### config.mk
export PLATFORM = sky130hd
export DESIGN_NAME = skt_cell
export DESIGN_NICKNAME = d
export VERILOG_FILES = /design/src/sv/skt_pkg.sv /design/src/sv/skt_cell.sv
export SDC_FILE = /design/constraint.sdc
export NUM_CORES = 1
export LEC_CHECK = 0
export BUFFER_PORTS_ARGS = -buffer_cell sky130_fd_sc_hd__buf_2
export CORE_AREA = 5 5 129 131
export DETAILED_ROUTE_END_ITERATION = 6
export DIE_AREA = 0 0 134 136
export HOLD_SLACK_MARGIN = 0.05
export PLACE_DENSITY = 0.66
export SLEW_MARGIN = 20
export SYNTH_ARGS = -nofsm -noshare
export SYNTH_HDL_FRONTEND = slang
export SYNTH_SLANG_ARGS = --single-unit
### constraint.sdc
create_clock -name clk -period 8 [get_ports clk]
set_input_delay 1.6 -clock clk [delete_from_list [all_inputs] [get_ports clk]]
set_output_delay 1.6 -clock clk [all_outputs]
set_load 0.02 [all_outputs]
### src/sv/skt_pkg.sv
// Package for the sorted key table: field widths, command and status codes,
// beat structs for the command and result channels, and cell control types.
// Depends on nothing; every other file of the block imports it.
package skt_pkg;

  localparam int KEY_W            = 37;
  localparam int PAY_IN_W         = 32;
  localparam int POS_W            = 7;
  localparam int CMD_W            = 3;
  localparam int STAT_W           = 3;
  localparam int KEY_DIGITS       = 11;
  localparam int CAPACITY_DEF     = 64;
  localparam int PAYLOAD_BITS_DEF = 32;

  typedef enum logic [CMD_W-1:0] {
    CMD_INSERT = 3'd0,
    CMD_REMOVE = 3'd1,
    CMD_READ   = 3'd2,
    CMD_FIND   = 3'd3,
    CMD_UPDATE = 3'd4,
    CMD_CLEAR  = 3'd5
  } cmd_t;

  typedef enum logic [STAT_W-1:0] {
    STAT_OK       = 3'd0,
    STAT_DUP      = 3'd1,
    STAT_FULL     = 3'd2,
    STAT_BADPOS   = 3'd3,
    STAT_NOTFOUND = 3'd4
  } status_t;

  typedef enum logic {
    ST_IDLE,
    ST_APPLY
  } state_t;

  typedef enum logic [1:0] {
    OP_HOLD,
    OP_INSERT,
    OP_REMOVE,
    OP_UPDATE
  } cell_op_t;

  typedef struct packed {
    logic [CMD_W-1:0]    command;
    logic [KEY_W-1:0]    key_in;
    logic [PAY_IN_W-1:0] payload_in;
    logic [POS_W-1:0]    position_in;
  } cmd_in_t;

  typedef struct packed {
    logic [STAT_W-1:0]   status;
    logic [KEY_W-1:0]    key_out;
    logic [PAY_IN_W-1:0] payload_out;
    logic [POS_W-1:0]    position_out;
    logic [POS_W-1:0]    count_out;
  } result_t;

  // Per-cell compare results, captured when a command beat is accepted.
  typedef struct packed {
    logic valid;
    logic lt;
    logic eq;
    logic at;
    logic ge_pos;
  } cell_flags_t;

  typedef struct packed {
    cell_op_t         op;
    logic [KEY_W-1:0] key;
  } cell_ctrl_t;

endpackage

### src/sv/skt_cell.sv
// One slot of the sorted key table: holds a key and payload, compares its key
// and rank against the incoming command and shifts to or from its neighbors.
// Depends on skt_pkg.
module skt_cell #(
  parameter int PAYLOAD_BITS = skt_pkg::PAYLOAD_BITS_DEF,
  parameter int CW           = 7,
  parameter int INDEX        = 0
) (
  input  logic                      clk,
  input  logic                      capture,
  input  logic [skt_pkg::KEY_W-1:0] cmp_key,
  input  logic [skt_pkg::POS_W-1:0] cmp_pos,
  input  logic [CW-1:0]             count,
  input  logic                      apply,
  input  skt_pkg::cell_ctrl_t       ctrl,
  input  logic [PAYLOAD_BITS-1:0]   new_payload,
  input  logic                      left_lt,
  input  logic [skt_pkg::KEY_W-1:0] left_key,
  input  logic [PAYLOAD_BITS-1:0]   left_payload,
  input  logic [skt_pkg::KEY_W-1:0] right_key,
  input  logic [PAYLOAD_BITS-1:0]   right_payload,
  output logic [skt_pkg::KEY_W-1:0] key,
  output logic [PAYLOAD_BITS-1:0]   payload,
  output skt_pkg::cell_flags_t      flags
);
  import skt_pkg::*;

  localparam int CMPW = (CW > POS_W) ? CW : POS_W;
  localparam logic [CMPW-1:0] RANK = CMPW'(INDEX + 1);

  logic here_valid;

  assign here_valid = (CMPW'(count) >= RANK);

  always_ff @(posedge clk) begin
    if (capture) begin
      flags.valid  <= here_valid;
      flags.lt     <= here_valid && (key < cmp_key);
      flags.eq     <= here_valid && (key == cmp_key);
      flags.at     <= (CMPW'(cmp_pos) == RANK);
      flags.ge_pos <= (RANK >= CMPW'(cmp_pos));
    end
    if (apply) begin
      case (ctrl.op)
        OP_INSERT: begin
          // Cells below the insert point keep their entry; the boundary cell
          // takes the new one and every cell above takes its left neighbor.
          if (!flags.lt) begin
            if (left_lt) begin
              key     <= ctrl.key;
              payload <= new_payload;
            end else begin
              key     <= left_key;
              payload <= left_payload;
            end
          end
        end
        OP_REMOVE: begin
          if (flags.ge_pos) begin
            key     <= right_key;
            payload <= right_payload;
          end
        end
        OP_UPDATE: begin
          if (flags.eq) begin
            payload <= new_payload;
          end
        end
        default: begin
        end
      endcase
    end
  end

endmodule

==> summary.md <==
| Metric | Value |
|---|---|
| Num ports | `338` |
| Fraction of layout cells with a size suffix above 1 | `45.04%` |
| # DRC | `0` |
| Power share of the sequential group | `38.6%` |
| H-tree Lvls | `3` |
| Peak supply drop | `0.08101 mV` |
| Clock Latency Late Sink | `0.34 ns` |
| Std cell rows | `46` |
| Synth Flop Type | `edfxtp_1` |
| Worst path required time | `7.96 ns` |
| WL/cell | `16.71 microns` |
| P per Cell Area | `164.8 nW/um^2` |
| Post-CTS Hold Buffers | `0` |
| Clock tree sinks | `74` |
| Post-CTS Setup Inserts | `0` |
| Post-synthesis cell type count | `33` |
| Placer congestion estimate | `0.8574` |
| Antenna Cells | `0` |
| FF+latch count, synth | `74` |
| Internal Pwr Total | `0.0008966 W` |
| Critical path startpoint category | `input port` |
| Max FO, Critical Path | `37` |
| Cells after Synth | `488` |
| DR vias/cell | `4.784` |
| Initial core utilization | `32.32%` |
| Area after DPL | `6863 sq um` |
| Hold Path Class | `reg -> reg` |
| Seq/Total Area, Yosys | `44.41%` |
| Slew HR | `35.14%` |
| Logic pwr share | `19.2%` |
| Pleak | `3.523 nW` |
| Cell Chain, Critical Path | `buf_2, buf_4, nor3b_1, o21a_2` |
| GRT Total Usage | `17.47%` |
| Vias in the first global route | `4,849` |
| Die Height | `136 microns` |
| Clock power frac | `42.2%` |
| Clock root cell | `clkbuf_16` |
| Initial DRC Count | `262` |
| Worst-Margin Slew | `0.9728 ns` |
| Post-Syn Area | `5004 sq um` |
| Total wire length | `16.86 mm` |
| Setup tns final | `0 ns` |
| Largest net degree at the start of global routing | `75` |
| Resized cells post-CTS | `0` |
| Yosys warning count | `0` |
| Post-Synthesis Net Count | `789` |
| Worst Hold Slack | `0.8324 ns` |
| WS Path Type | `in -> reg` |
| Core box area | `15,480 sq um` |
| Routed Antenna Nets | `0` |
| EDFF count, synth | `74` |
| Die ar. | `18,220 sq um` |
| First-pass GRT wire length | `24.52 mm` |
| Final Cycle Share | `42.33%` |
| Sw Pwr | `0.0002947 W` |
| Cell taking the most area after synthesis | `edfxtp_1` |
| Top area cells in the synthesized netlist | `edfxtp_1, mux2i_1, ha_1, a211oi_1, a21oi_1` |
| CTS max path bufs | `2` |
| Antenna violations before repair | `1` |
| Status | `completed` |
| Fin crit period | `3.386 ns` |
| Area Growth Syn to Fin | `44.49%` |
| CTS buffer count | `9` |
| CP peak stage delay | `0.81 ns` |
| CTS tree | `done` |
| Final Hold Fails | `0` |
| Worst Skew | `0.007522 ns` |
| Synth top area share | `44.41%` |
| Post-synth ARST share | `0%` |
| Hold depth | `3` |
| Worst-path clk slew | `0.06 ns` |
| Via Count | `4,827` |
| RSZ-0062 raised after global routing | `false` |
| Buffers on Ports | `337` |
| Fmax | `295.3 MHz` |
| Die W | `134 microns` |
| Most frequent cell after synthesis | `edfxtp_1` |
| Post-Syn Area per Cell | `10.25 sq um` |
| TritonRoute pass-1 iters | `4` |
| Worst reg2reg path depth | `6` |
| Critical Path End Type | `register` |
| Global route overflow | `0` |
| Most frequent cells after synthesis | `edfxtp_1, mux2i_1, a21oi_1` |
| DP HPWL | `13.87 mm` |
| Net Sw Frac | `24.74%` |
| Final setup viols | `0` |
| MaxCap Viol Count | `0` |
| Critical Path AT | `3.34 ns` |
| Final-report max-slew violation count | `0` |
| Final Cell Area | `7229 sq um` |
| Slowest CP cell | `o21a_2` |
| Nets | `1,113` |
==> critical path, delay by kind of cell <==
family | cells | cell delay, ns
buf+inv | 2 | 0.56
simple gates | 1 | 0.31
compound gates | 1 | 0.81
==> stage by stage <==
stage / setup WS [ns] / std cells / utilization [%] / power (W)
2_1_floorplan: 3.968 / 488 / - / 0.0005908
3_3_place_gp: 4.301 / 993 / 44.33 / 0.0006943
3_5_place_dp: 4.225 / 993 / 44.33 / 0.0006992
4_1_cts: 4.599 / 1009 / 46.69 / 0.001204
5_1_grt: 4.487 / 1009 / 46.69 / 0.001246
6_report: 4.614 / 1009 / 46.69 / 0.001191
==> path summary, 6_finish.rpt <==
kind	end	from	slack, ns
min reg2reg	flags[2]	key[1]	0.83
max	key[31]	ctrl[37]	4.61
max reg2reg	flags[3]	key[34]	5.72
min	flags[2]	key[1]	0.83
==> power groups by stage <==
| stage | combinational [W] | sequential [W] | clock, W |
|---|---|---|---|
| 2_1_floorplan | 0.000104 | 0.000486 | 0 |
| 4_1_cts | 0.000232 | 0.000460 | 0.000512 |
| 3_5_place_dp | 0.000231 | 0.000468 | 0 |
| 3_3_place_gp | 0.000227 | 0.000467 | 0 |
| 5_1_grt | 0.000255 | 0.000461 | 0.000530 |
| 6_report | 0.000229 | 0.000460 | 0.000503 |
==> cell families after synthesis <==
family | Yosys count | synth area share [%]
DFF | 74 | 44.41
and+or+nand+nor | 108 | 11.73
adders and majority gates | 37 | 9.252
buffers and inverters | 72 | 5.676
muxes | 70 | 14.05
AOI/OAI and AO/OA | 127 | 14.88
==> layout make-up <==
| cell class | instances | area [sq um] |
|---|---|---|
| clock buffer | 9 | 225.2 |
| clock inverter | 7 | 141.4 |
| inverter | 42 | 157.7 |
| sequential | 74 | 2222 |
| multi-input combinational | 342 | 2509 |
| timing repair buffer | 343 | 1734 |
| fill | 1513 | 8253 |
| tap | 192 | 240.2 |
==> routing by layer <==
layer / GRT usage [%] / part of all wire (%) / vias to the layer above
met5: 0 / 0 / -
met4: 5.886 / 1.7 / 0
met3: 3.849 / 5.8 / 19
met2: 31.05 / 51 / 160
met1: 20.93 / 41 / 2196
li1: - / - / 2452
==> sequential cells by signal, summed over array words and instances, names as in the netlist <==
name / count
payload: 32
flags: 5
key: 37
==> layout by cell type (no fill, tap or decap), types with 3 or more instances in the layout <==
cell / instances
buf_2: 336
edfxtp_1: 74
mux2i_1: 68
a21oi_1: 45
nand2_1: 44
inv_1: 42
o21ai_0: 41
ha_1: 37
a211oi_1: 32
nor2b_1: 31
clkbuf_16: 9
nand4_1: 7
buf_4: 7
nand3_1: 5
bufinv_16: 4
or4_1: 3
nor4_1: 3
nor3_1: 3
a221oi_1: 3
No activity file was read; power rests on OpenSTA's default activity.
